## config.mk

```make
export PLATFORM = sky130hd
export DESIGN_NAME = ellipse_point_generator
export DESIGN_NICKNAME = d
export VERILOG_FILES = /design/src/rtl/elp_pkg.sv /design/src/rtl/elp_front.sv /design/src/rtl/elp_queue.sv /design/src/rtl/elp_back.sv /design/src/rtl/ellipse_point_generator.sv
export VERILOG_INCLUDE_DIRS = /design/src /design/src/rtl
export SDC_FILE = /design/constraint.sdc
export NUM_CORES = 2
export LEC_CHECK = 0
export ABC_AREA = 1
export BUFFER_PORTS_ARGS = -buffer_cell sky130_fd_sc_hd__buf_2
export CORE_UTILIZATION = 65
export CTS_CLUSTER_DIAMETER = 80
export DETAILED_ROUTE_END_ITERATION = 12
export GPL_TIMING_DRIVEN = 1
export PLACE_DENSITY = 0.82
export SYNTH_ARGS = -nofsm -noshare
export SYNTH_HDL_FRONTEND = slang
export SYNTH_SLANG_ARGS = --single-unit
```

## constraint.sdc

```tcl
create_clock -name aclk -period 12.9 [get_ports aclk]
set_input_delay 1.29 -clock aclk [delete_from_list [all_inputs] [get_ports aclk]]
set_output_delay 1.29 -clock aclk [all_outputs]
set_load 0.01 [all_outputs]
```

## src/rtl/assert_macros.svh

```systemverilog
// ----------------------------------------------------------------------------
// Assertion macros
// Shared concurrent assertion helpers for the ellipse point generator RTL.
// ----------------------------------------------------------------------------
`ifndef ASSERT_MACROS_SVH
`define ASSERT_MACROS_SVH

// A property that must hold at every clock edge while out of reset.
`define ASSERT_CLK(label, clk, rstn, prop, msg) \
    label: assert property (@(posedge clk) disable iff (!rstn) prop) else $error(msg);

// A condition that must never be seen at a clock edge while out of reset.
`define ASSERT_NEVER(label, clk, rstn, cond, msg) \
    label: assert property (@(posedge clk) disable iff (!rstn) !(cond)) else $error(msg);

`endif

```

## src/rtl/elp_pkg.sv

```systemverilog
// ----------------------------------------------------------------------------
// Ellipse point generator package
// Command codes shared by the front end, the back end and the top level.
// ----------------------------------------------------------------------------
package elp_pkg;

    typedef enum logic {
        FUNC_START = 1'b0,
        FUNC_STEP  = 1'b1
    } func_t;

endpackage

```

## src/rtl/elp_front.sv

```systemverilog
// ----------------------------------------------------------------------------
// Ellipse point generator front end
// Accepts commands and precomputes the squared radii, the initial vertical
// term and the initial error of a start command in a two-stage pipeline.
// ----------------------------------------------------------------------------
module elp_front #(
    parameter int  COORD_BITS = 12,
    parameter type item_t     = logic
) (
    input  logic                  aclk,
    input  logic                  aresetn,
    input  logic                  in_valid,
    output logic                  in_ready,
    input  elp_pkg::func_t        in_func,
    input  logic [COORD_BITS-1:0] in_cx,
    input  logic [COORD_BITS-1:0] in_cy,
    input  logic [COORD_BITS-2:0] in_rx,
    input  logic [COORD_BITS-2:0] in_ry,
    output logic                  push,
    output item_t                 push_item,
    input  logic                  queue_full
);

    localparam int RW   = COORD_BITS - 1;
    localparam int SQ_W = 2 * RW;
    localparam int E_W  = 3 * COORD_BITS + 4;
    localparam int M_W  = 3 * COORD_BITS;

    logic                  en;

    logic                  va_reg;
    elp_pkg::func_t        func_a_reg;
    logic [COORD_BITS-1:0] cx_a_reg;
    logic [COORD_BITS-1:0] cy_a_reg;
    logic [RW-1:0]         ry_a_reg;
    logic [SQ_W-1:0]       a2_a_reg;
    logic [SQ_W-1:0]       b2_a_reg;

    logic                  vb_reg;
    elp_pkg::func_t        func_b_reg;
    logic [COORD_BITS-1:0] cx_b_reg;
    logic [COORD_BITS-1:0] cy_b_reg;
    logic [RW-1:0]         ry_b_reg;
    logic [SQ_W-1:0]       a2_b_reg;
    logic [SQ_W-1:0]       b2_b_reg;
    logic signed [E_W-1:0] ty0_b_reg;

    logic signed [COORD_BITS:0] ry_odd;
    logic signed [M_W-1:0]      ty_prod;

    // The pipeline holds as a whole only when its last stage cannot drain.
    assign en       = !vb_reg || !queue_full;
    assign in_ready = en;
    assign push     = vb_reg && !queue_full;

    // 2*ry - 1, which is -1 for a zero radius.
    assign ry_odd  = $signed({1'b0, ry_a_reg, 1'b0}) - $signed((COORD_BITS + 1)'(1));
    assign ty_prod = $signed({1'b0, a2_a_reg}) * ry_odd;

    always_ff @(posedge aclk) begin
        if (!aresetn) begin
            va_reg <= 1'b0;
            vb_reg <= 1'b0;
        end else if (en) begin
            va_reg <= in_valid;
            vb_reg <= va_reg;
        end
    end

    always_ff @(posedge aclk) begin
        if (en) begin
            func_a_reg <= in_func;
            cx_a_reg   <= in_cx;
            cy_a_reg   <= in_cy;
            ry_a_reg   <= in_ry;
            a2_a_reg   <= SQ_W'(in_rx) * SQ_W'(in_rx);
            b2_a_reg   <= SQ_W'(in_ry) * SQ_W'(in_ry);

            func_b_reg <= func_a_reg;
            cx_b_reg   <= cx_a_reg;
            cy_b_reg   <= cy_a_reg;
            ry_b_reg   <= ry_a_reg;
            a2_b_reg   <= a2_a_reg;
            b2_b_reg   <= b2_a_reg;
            ty0_b_reg  <= {{(E_W - M_W){ty_prod[M_W-1]}}, ty_prod};
        end
    end

    always_comb begin
        push_item      = '0;
        push_item.func = func_b_reg;
        push_item.cx   = cx_b_reg;
        push_item.cy   = cy_b_reg;
        push_item.ry   = ry_b_reg;
        push_item.a2   = a2_b_reg;
        push_item.b2   = b2_b_reg;
        push_item.ty0  = ty0_b_reg;
        push_item.e0   = $signed({{(E_W - SQ_W){1'b0}}, b2_b_reg}) - ty0_b_reg;
    end

endmodule

```

## src/rtl/elp_queue.sv

```systemverilog
// ----------------------------------------------------------------------------
// Ellipse point generator command queue
// Small first-in first-out buffer between the front end and the back end.
// ----------------------------------------------------------------------------
`include "assert_macros.svh"

module elp_queue #(
    parameter int WIDTH = 8,
    parameter int DEPTH = 4
) (
    input  logic             aclk,
    input  logic             aresetn,
    input  logic             push,
    input  logic [WIDTH-1:0] push_data,
    output logic             full,
    input  logic             pop,
    output logic             head_valid,
    output logic [WIDTH-1:0] head_data
);

    localparam int PTR_W = $clog2(DEPTH);
    localparam int CNT_W = $clog2(DEPTH + 1);

    logic [WIDTH-1:0] mem_reg [DEPTH];
    logic [PTR_W-1:0] wr_ptr_reg;
    logic [PTR_W-1:0] rd_ptr_reg;
    logic [CNT_W-1:0] count_reg;
    logic [PTR_W-1:0] wr_ptr_next;
    logic [PTR_W-1:0] rd_ptr_next;
    logic [CNT_W-1:0] count_next;

    assign full       = (count_reg == CNT_W'(DEPTH));
    assign head_valid = (count_reg != '0);
    assign head_data  = mem_reg[rd_ptr_reg];

    assign wr_ptr_next = (wr_ptr_reg == PTR_W'(DEPTH - 1)) ? '0 : wr_ptr_reg + 1'b1;
    assign rd_ptr_next = (rd_ptr_reg == PTR_W'(DEPTH - 1)) ? '0 : rd_ptr_reg + 1'b1;
    assign count_next  = count_reg + CNT_W'(push) - CNT_W'(pop);

    always_ff @(posedge aclk) begin
        if (!aresetn) begin
            wr_ptr_reg <= '0;
            rd_ptr_reg <= '0;
            count_reg  <= '0;
        end else begin
            if (push) begin
                wr_ptr_reg <= wr_ptr_next;
            end
            if (pop) begin
                rd_ptr_reg <= rd_ptr_next;
            end
            count_reg <= count_next;
        end
    end

    always_ff @(posedge aclk) begin
        if (push) begin
            mem_reg[wr_ptr_reg] <= push_data;
        end
    end

    `ASSERT_CLK(a_count_bound, aclk, aresetn, count_reg <= CNT_W'(DEPTH), "queue count exceeds depth")
    `ASSERT_NEVER(a_push_when_full, aclk, aresetn, push && full, "queue written while full")
    `ASSERT_NEVER(a_pop_when_empty, aclk, aresetn, pop && !head_valid, "queue read while empty")

endmodule

```

## src/rtl/elp_back.sv

```systemverilog
// ----------------------------------------------------------------------------
// Ellipse point generator back end
// Walks the first-quadrant arc one pixel per command with incrementally kept
// error terms and registers the mirrored point set for the result channel.
// ----------------------------------------------------------------------------
`include "assert_macros.svh"

module elp_back #(
    parameter int  COORD_BITS = 12,
    parameter type item_t     = logic
) (
    input  logic                         aclk,
    input  logic                         aresetn,
    input  logic                         head_valid,
    input  item_t                        head_item,
    output logic                         pop,
    output logic                         m_valid,
    input  logic                         m_ready,
    output logic signed [COORD_BITS+1:0] m_right_x,
    output logic signed [COORD_BITS+1:0] m_left_x,
    output logic signed [COORD_BITS+1:0] m_upper_y,
    output logic signed [COORD_BITS+1:0] m_lower_y,
    output logic                         m_last
);

    localparam int RW   = COORD_BITS - 1;
    localparam int SQ_W = 2 * RW;
    localparam int E_W  = 3 * COORD_BITS + 4;
    localparam int P_W  = E_W + 2;
    localparam int O_W  = COORD_BITS + 2;
    localparam int Y_W  = COORD_BITS + 1;

    // Walk state.
    logic                  active_reg;
    logic [COORD_BITS-1:0] x_reg;
    logic signed [Y_W-1:0] y_reg;
    logic signed [E_W-1:0] e_reg;
    logic signed [E_W-1:0] tx_reg;
    logic signed [E_W-1:0] ty_reg;
    logic [SQ_W-1:0]       a2_reg;
    logic [SQ_W-1:0]       b2_reg;
    logic [COORD_BITS-1:0] cx_reg;
    logic [COORD_BITS-1:0] cy_reg;

    // Result register.
    logic                  out_valid_reg;
    logic signed [O_W-1:0] right_reg;
    logic signed [O_W-1:0] left_reg;
    logic signed [O_W-1:0] upper_reg;
    logic signed [O_W-1:0] lower_reg;
    logic                  last_reg;

    logic                  is_start;
    logic                  produces;
    logic                  fire;
    logic [COORD_BITS-1:0] cur_x;
    logic signed [Y_W-1:0] cur_y;
    logic signed [E_W-1:0] cur_e;
    logic signed [E_W-1:0] cur_tx;
    logic signed [E_W-1:0] cur_ty;
    logic [SQ_W-1:0]       cur_a2;
    logic [SQ_W-1:0]       cur_b2;
    logic [COORD_BITS-1:0] cur_cx;
    logic [COORD_BITS-1:0] cur_cy;

    logic signed [P_W-1:0] e_twice;
    logic signed [P_W-1:0] probe_n;
    logic signed [P_W-1:0] probe_p;
    logic                  e_neg;
    logic                  e_zero;
    logic                  incx;
    logic                  decy;
    logic                  x_step;
    logic                  fin;
    logic signed [E_W-1:0] twice_a2;
    logic signed [E_W-1:0] twice_b2;
    logic [COORD_BITS-1:0] x_next;
    logic signed [Y_W-1:0] y_next;
    logic signed [E_W-1:0] tx_next;
    logic signed [E_W-1:0] ty_next;
    logic signed [E_W-1:0] e_next;

    assign is_start = (head_item.func == elp_pkg::FUNC_START);
    assign produces = is_start || active_reg;
    // A step while idle is dropped without waiting for the result register.
    assign pop      = head_valid && (!out_valid_reg || m_ready || !produces);
    assign fire     = pop && produces;

    // A start transaction walks from its own freshly computed values.
    always_comb begin
        if (is_start) begin
            cur_x  = '0;
            cur_y  = {2'b00, head_item.ry};
            cur_e  = head_item.e0;
            cur_tx = $signed({{(E_W - SQ_W){1'b0}}, head_item.b2});
            cur_ty = head_item.ty0;
            cur_a2 = head_item.a2;
            cur_b2 = head_item.b2;
            cur_cx = head_item.cx;
            cur_cy = head_item.cy;
        end else begin
            cur_x  = x_reg;
            cur_y  = y_reg;
            cur_e  = e_reg;
            cur_tx = tx_reg;
            cur_ty = ty_reg;
            cur_a2 = a2_reg;
            cur_b2 = b2_reg;
            cur_cx = cx_reg;
            cur_cy = cy_reg;
        end
    end

    // tx holds b2*(2x+1) and ty holds a2*(2y-1) for the current offsets.
    assign e_twice = {cur_e[E_W-1], cur_e, 1'b0};
    assign probe_n = e_twice + {{2{cur_ty[E_W-1]}}, cur_ty};
    assign probe_p = e_twice - {{2{cur_tx[E_W-1]}}, cur_tx};
    assign e_neg   = cur_e[E_W-1];
    assign e_zero  = (cur_e == '0);

    assign incx   = e_neg || e_zero || probe_p[P_W-1];
    assign decy   = !e_neg || (!probe_n[P_W-1] && (probe_n != '0));
    assign x_step = incx && !(&cur_x);
    assign fin    = decy && (cur_y == '0);

    assign twice_a2 = $signed({{(E_W - SQ_W - 1){1'b0}}, cur_a2, 1'b0});
    assign twice_b2 = $signed({{(E_W - SQ_W - 1){1'b0}}, cur_b2, 1'b0});

    assign x_next  = x_step ? cur_x + 1'b1 : cur_x;
    assign y_next  = decy ? cur_y - $signed(Y_W'(1)) : cur_y;
    assign tx_next = x_step ? cur_tx + twice_b2 : cur_tx;
    assign ty_next = decy ? cur_ty - twice_a2 : cur_ty;
    assign e_next  = cur_e + (incx ? tx_next : '0) - (decy ? ty_next : '0);

    always_ff @(posedge aclk) begin
        if (!aresetn) begin
            active_reg    <= 1'b0;
            out_valid_reg <= 1'b0;
        end else begin
            if (fire) begin
                active_reg    <= !fin;
                out_valid_reg <= 1'b1;
            end else if (m_ready) begin
                out_valid_reg <= 1'b0;
            end
        end
    end

    always_ff @(posedge aclk) begin
        if (fire) begin
            x_reg     <= x_next;
            y_reg     <= y_next;
            e_reg     <= e_next;
            tx_reg    <= tx_next;
            ty_reg    <= ty_next;
            a2_reg    <= cur_a2;
            b2_reg    <= cur_b2;
            cx_reg    <= cur_cx;
            cy_reg    <= cur_cy;
            right_reg <= $signed({2'b00, cur_cx}) + $signed({2'b00, cur_x});
            left_reg  <= $signed({2'b00, cur_cx}) - $signed({2'b00, cur_x});
            upper_reg <= $signed({2'b00, cur_cy}) + $signed({cur_y[Y_W-1], cur_y});
            lower_reg <= $signed({2'b00, cur_cy}) - $signed({cur_y[Y_W-1], cur_y});
            last_reg  <= fin;
        end
    end

    assign m_valid   = out_valid_reg;
    assign m_right_x = right_reg;
    assign m_left_x  = left_reg;
    assign m_upper_y = upper_reg;
    assign m_lower_y = lower_reg;
    assign m_last    = last_reg;

    `ASSERT_CLK(a_active_y_nonneg, aclk, aresetn, active_reg |-> !y_reg[Y_W-1], "y offset negative while active")
    `ASSERT_CLK(a_last_goes_idle, aclk, aresetn, (fire && fin) |=> !active_reg, "walk still active after last set")
    `ASSERT_CLK(a_last_only_valid, aclk, aresetn, (fire && fin) |=> (m_valid && m_last), "last set not presented")

endmodule

```

## src/rtl/ellipse_point_generator.sv

```systemverilog
// ----------------------------------------------------------------------------
// Ellipse point generator
// Bresenham rasterizer for axis-aligned ellipses, four mirrored points a set.
// ----------------------------------------------------------------------------
// Usage:
// A command transaction on the s_ channel either starts an ellipse (s_func
// low: center and radii are taken) or advances one pixel step (s_func high).
// Every start, and every step while an arc is in progress, returns one point
// set on the m_ channel: right/left x and upper/lower y about the center.
// m_last marks the set after which y would go negative; the block is then
// idle and further steps return nothing until the next start.
// From an accepted command to m_valid: two front stages compute the squared
// radii and the initial error terms, the queue holds the command, then the
// back end walks one step and registers the result.
// Throughput is one command per cycle while the receiver is ready; the walk
// loop is all adds on terms kept incrementally. A stalled receiver holds the
// result register, the queue absorbs commands behind it, and s_ready drops
// once the queue is full and the last front stage holds a command.
// Reset (synchronous, active low) empties the queue and leaves the block idle.
// ----------------------------------------------------------------------------
module ellipse_point_generator #(
    parameter int COORD_BITS  = 12,
    parameter int QUEUE_DEPTH = 4
) (
    input  logic                         aclk,
    input  logic                         aresetn,
    input  logic                         s_valid,
    output logic                         s_ready,
    input  logic                         s_func,
    input  logic [COORD_BITS-1:0]        s_center_x,
    input  logic [COORD_BITS-1:0]        s_center_y,
    input  logic [COORD_BITS-2:0]        s_radius_x,
    input  logic [COORD_BITS-2:0]        s_radius_y,
    output logic                         m_valid,
    input  logic                         m_ready,
    output logic signed [COORD_BITS+1:0] m_right_x,
    output logic signed [COORD_BITS+1:0] m_left_x,
    output logic signed [COORD_BITS+1:0] m_upper_y,
    output logic signed [COORD_BITS+1:0] m_lower_y,
    output logic                         m_last
);

    localparam int RW   = COORD_BITS - 1;
    localparam int SQ_W = 2 * RW;
    localparam int E_W  = 3 * COORD_BITS + 4;

    typedef struct packed {
        elp_pkg::func_t        func;
        logic [COORD_BITS-1:0] cx;
        logic [COORD_BITS-1:0] cy;
        logic [RW-1:0]         ry;
        logic [SQ_W-1:0]       a2;
        logic [SQ_W-1:0]       b2;
        logic signed [E_W-1:0] ty0;
        logic signed [E_W-1:0] e0;
    } item_t;

    logic  push;
    item_t push_item;
    logic  queue_full;
    logic  pop;
    logic  head_valid;
    item_t head_item;

    elp_front #(
        .COORD_BITS (COORD_BITS),
        .item_t     (item_t)
    ) u_front (
        .aclk       (aclk),
        .aresetn    (aresetn),
        .in_valid   (s_valid),
        .in_ready   (s_ready),
        .in_func    (elp_pkg::func_t'(s_func)),
        .in_cx      (s_center_x),
        .in_cy      (s_center_y),
        .in_rx      (s_radius_x),
        .in_ry      (s_radius_y),
        .push       (push),
        .push_item  (push_item),
        .queue_full (queue_full)
    );

    elp_queue #(
        .WIDTH (($bits(item_t))),
        .DEPTH (QUEUE_DEPTH)
    ) u_queue (
        .aclk       (aclk),
        .aresetn    (aresetn),
        .push       (push),
        .push_data  (push_item),
        .full       (queue_full),
        .pop        (pop),
        .head_valid (head_valid),
        .head_data  (head_item)
    );

    elp_back #(
        .COORD_BITS (COORD_BITS),
        .item_t     (item_t)
    ) u_back (
        .aclk       (aclk),
        .aresetn    (aresetn),
        .head_valid (head_valid),
        .head_item  (head_item),
        .pop        (pop),
        .m_valid    (m_valid),
        .m_ready    (m_ready),
        .m_right_x  (m_right_x),
        .m_left_x   (m_left_x),
        .m_upper_y  (m_upper_y),
        .m_lower_y  (m_lower_y),
        .m_last     (m_last)
    );

endmodule
```

==> flow_summary.json <==
{
  "max_stage_delay_ps": 950,
  "clk_latency_ps": 710,
  "relSlewSlack": 0.207,
  "rsz0062_at_grt": "false",
  "synthTopCellsByArea": "edfxtp_1 (45%), fa_1 (11%), ha_1 (8.2%)",
  "grt_pass1_vias": 52000,
  "synth-compound-area-share": 0.0913,
  "setup_viol": 0,
  "ctsResizeCount": 0,
  "setup.worst_path.end": "u_back.e_reg[32]",
  "die_h_um": 331,
  "critPathMaxFanout": 107,
  "cpMaxStageDelayCell": "buf_4",
  "netlist_area_sq_um": 70300,
  "synthArstFlopShare": 0,
  "hp-class": "register to register",
  "io_buffer_count": 108,
  "path_depth": 36,
  "antenna_found_initial": 3,
  "slew_violations": 0,
  "post-cts-setup-buffer-count": 0,
  "cts_sinks": 1064,
  "fin_crit_sh": 0.814,
  "yosys.area_share.simple": 0.146,
  "gp_congestion": 1.01,
  "avgViaCountPerCell": 5.91,
  "report.final.hold_viol_count": 0,
  "critPathKind": "register to register",
  "chipWidth_um": 331,
  "ys.flop_type": "edfxtp_1",
  "ys_warn_count": 0,
  "numCtsBuffers": 106,
  "hpwlAfterDp_mm": 135,
  "dr.first_iter.drc_count": 5865,
  "fin_skew_ps": 29.5,
  "drive_above_1_share": 0.0483,
  "grt_first_pass_wirelength_mm": 288,
  "grt_max_degree": 167,
  "gr-total-overflow": 0,
  "dpl.cell_count": 8762,
  "synth_most_common_cell": "nand2_1",
  "synth_seq_area_share": 0.452,
  "cpMostUsedCell": "nand2_1",
  "drtAntennaViolNets": 0,
  "area_delta_synth_final_pct": 7.38,
  "crit_arrival_ps": 10940,
  "start_kind": "register",
  "netlist_instances": 7429,
  "stdcell_count": 8963,
  "fill_cells": 7798,
  "io_pins": 110,
  "synth_top_family_by_area": "adder cells",
  "cts-hold-fix-buffers": 0,
  "drc": 0,
  "nets": 8372,
  "largest_reg_flops": 596,
  "synth_area_per_cell_sq_um": 9.47,
  "synth_top_area_cell": "edfxtp_1",
  "grt_use_total": 0.344,
  "fin_crit_ps": 10510,
  "routed_wirelength_mm": 188,
  "synthXorXnorAreaFrac": 0.0334,
  "cap_violations": 0,
  "path_clk_slew_ps": 70,
  "cts_root_buf": "clkbuf_16",
  "r2r_end": "u_back.e_reg[32]",
  "cp.buffers_inverters": 7,
  "drt_pass1_iterations": 6,
  "vias": 52900,
  "cts_buffer_depth": 3,
  "core_sq_um": 107000,
  "synth_edf_count": 1051,
  "synth_common_cells": "nand2_1 (1,328), inv_1 (1,252), edfxtp_1 (1,051)",
  "max_freq_mhz": 95.2,
  "start_util": 0.656,
  "finalSetupTns_ps": 0,
  "reg2regPathDepth": 36,
  "critPathTopFamily": "buffers and inverters",
  "synth_seq_cells": 1064,
  "r2r_slack_ps": 2390,
  "outcome": "complete, no violations",
  "num_rows": 120,
  "worst_ep_required_time_ps": 13340,
  "tightestPinTransition_ps": 1180,
  "synth_fa_ha_area_frac": 0.194,
  "dieArea_sq_um": 110000,
  "post_synth_mux_area_share": 0.000160,
  "cts_htree_levels": 3,
  "crit_path_end_kind": "register",
  "drt-wirelength-per-cell_um": 20.9,
  "cts_tree": "yes",
  "yosysUniqueCellTypes": 62,
  "netlist.area_leader.share": 0.449
}
worst register-to-register path, delay by kind of cell, from the launching register on:
family          cells  cell delay, ps
buf+inv             7            3290
xor+xnor            1             130
simple gates       18            2880
fa+ha+maj           3            1020
compound gates      7            2350
flops               1             580
kinds of logic after synthesis:
logic type | count (synthesis)
AO/OA/AOI/OAI | 1173
XOR/XNOR | 268
adder cells (fa/ha/maj) | 854
buffers and inverters | 1496
flip-flops | 1064
multiplexers | 1
other | 2
AND/OR/NAND/NOR | 2571
per-layer routing:
layer	GRT usage	part of all wire
met1	0.466	0.40
met2	0.559	0.47
met4	0.127	0.037
met3	0.0604	0.095
met5	0	0.00014
worst min-delay path by stage:
stage                                       to  cells after the start                 start
final                     u_front.b2_b_reg[17]                      0  u_front.b2_a_reg[17]
after global routing      u_front.b2_b_reg[17]                      0  u_front.b2_a_reg[17]
after CTS                 u_front.b2_b_reg[17]                      0  u_front.b2_a_reg[17]
after detailed placement  u_front.b2_b_reg[10]                      0  u_front.b2_a_reg[10]
after global placement     u_front.b2_b_reg[2]                      0   u_front.b2_a_reg[2]
after floorplan           u_front.b2_b_reg[10]                      0  u_front.b2_a_reg[10]
layout make-up:
cell class | count | area [sq um] | share of cell area
flip-flops and latches | 1064 | 31800 | 0.421
diodes | 1 | 2.50 | 0.0000331
repair buffers | 143 | 903 | 0.0120
well taps | 1403 | 1760 | 0.0232
clock inverters | 61 | 557 | 0.00737
inverters | 1274 | 4800 | 0.0636
clock buffers | 139 | 2880 | 0.0382
multi-input cells | 4878 | 32800 | 0.434
per-stage QoR:
stage | instance area [sq um] | setup WS, ps | hold WS, ps | utilization
floorplan | 70400 | 3900 | 400 | -
global placement | 72100 | 2860 | 401 | 0.672
detailed placement | 72100 | 2670 | 405 | 0.672
CTS | 75500 | 2630 | 410 | 0.704
global route | 75500 | 1940 | 407 | 0.704
finish | 75500 | 2390 | 406 | 0.704
cell usage in the layout (no fill, tap or decap), drive strengths merged, types with 8 or more instances in the layout:
cell and count:
clkinv 52, fa 391, o21ai 577, nand3b 10, nor4 16, xor2 199, o31ai 13, clkbuf 139
nor2 937, bufinv 8, nand3 153, a21o 22, dfxtp 13, o21a 19, o21bai 35, a31oi 69
xnor2 69, nor3 44, inv 1270, conb 11, o22ai 70, o211ai 14, nand4 43, a21oi 327
nand2 1334, or2 22, ha 463, edfxtp 1051, buf 143
Power is left out: the tool's default activity adds up to more than one toggle a clock period on the data nets, which glitch-free logic cannot reach.
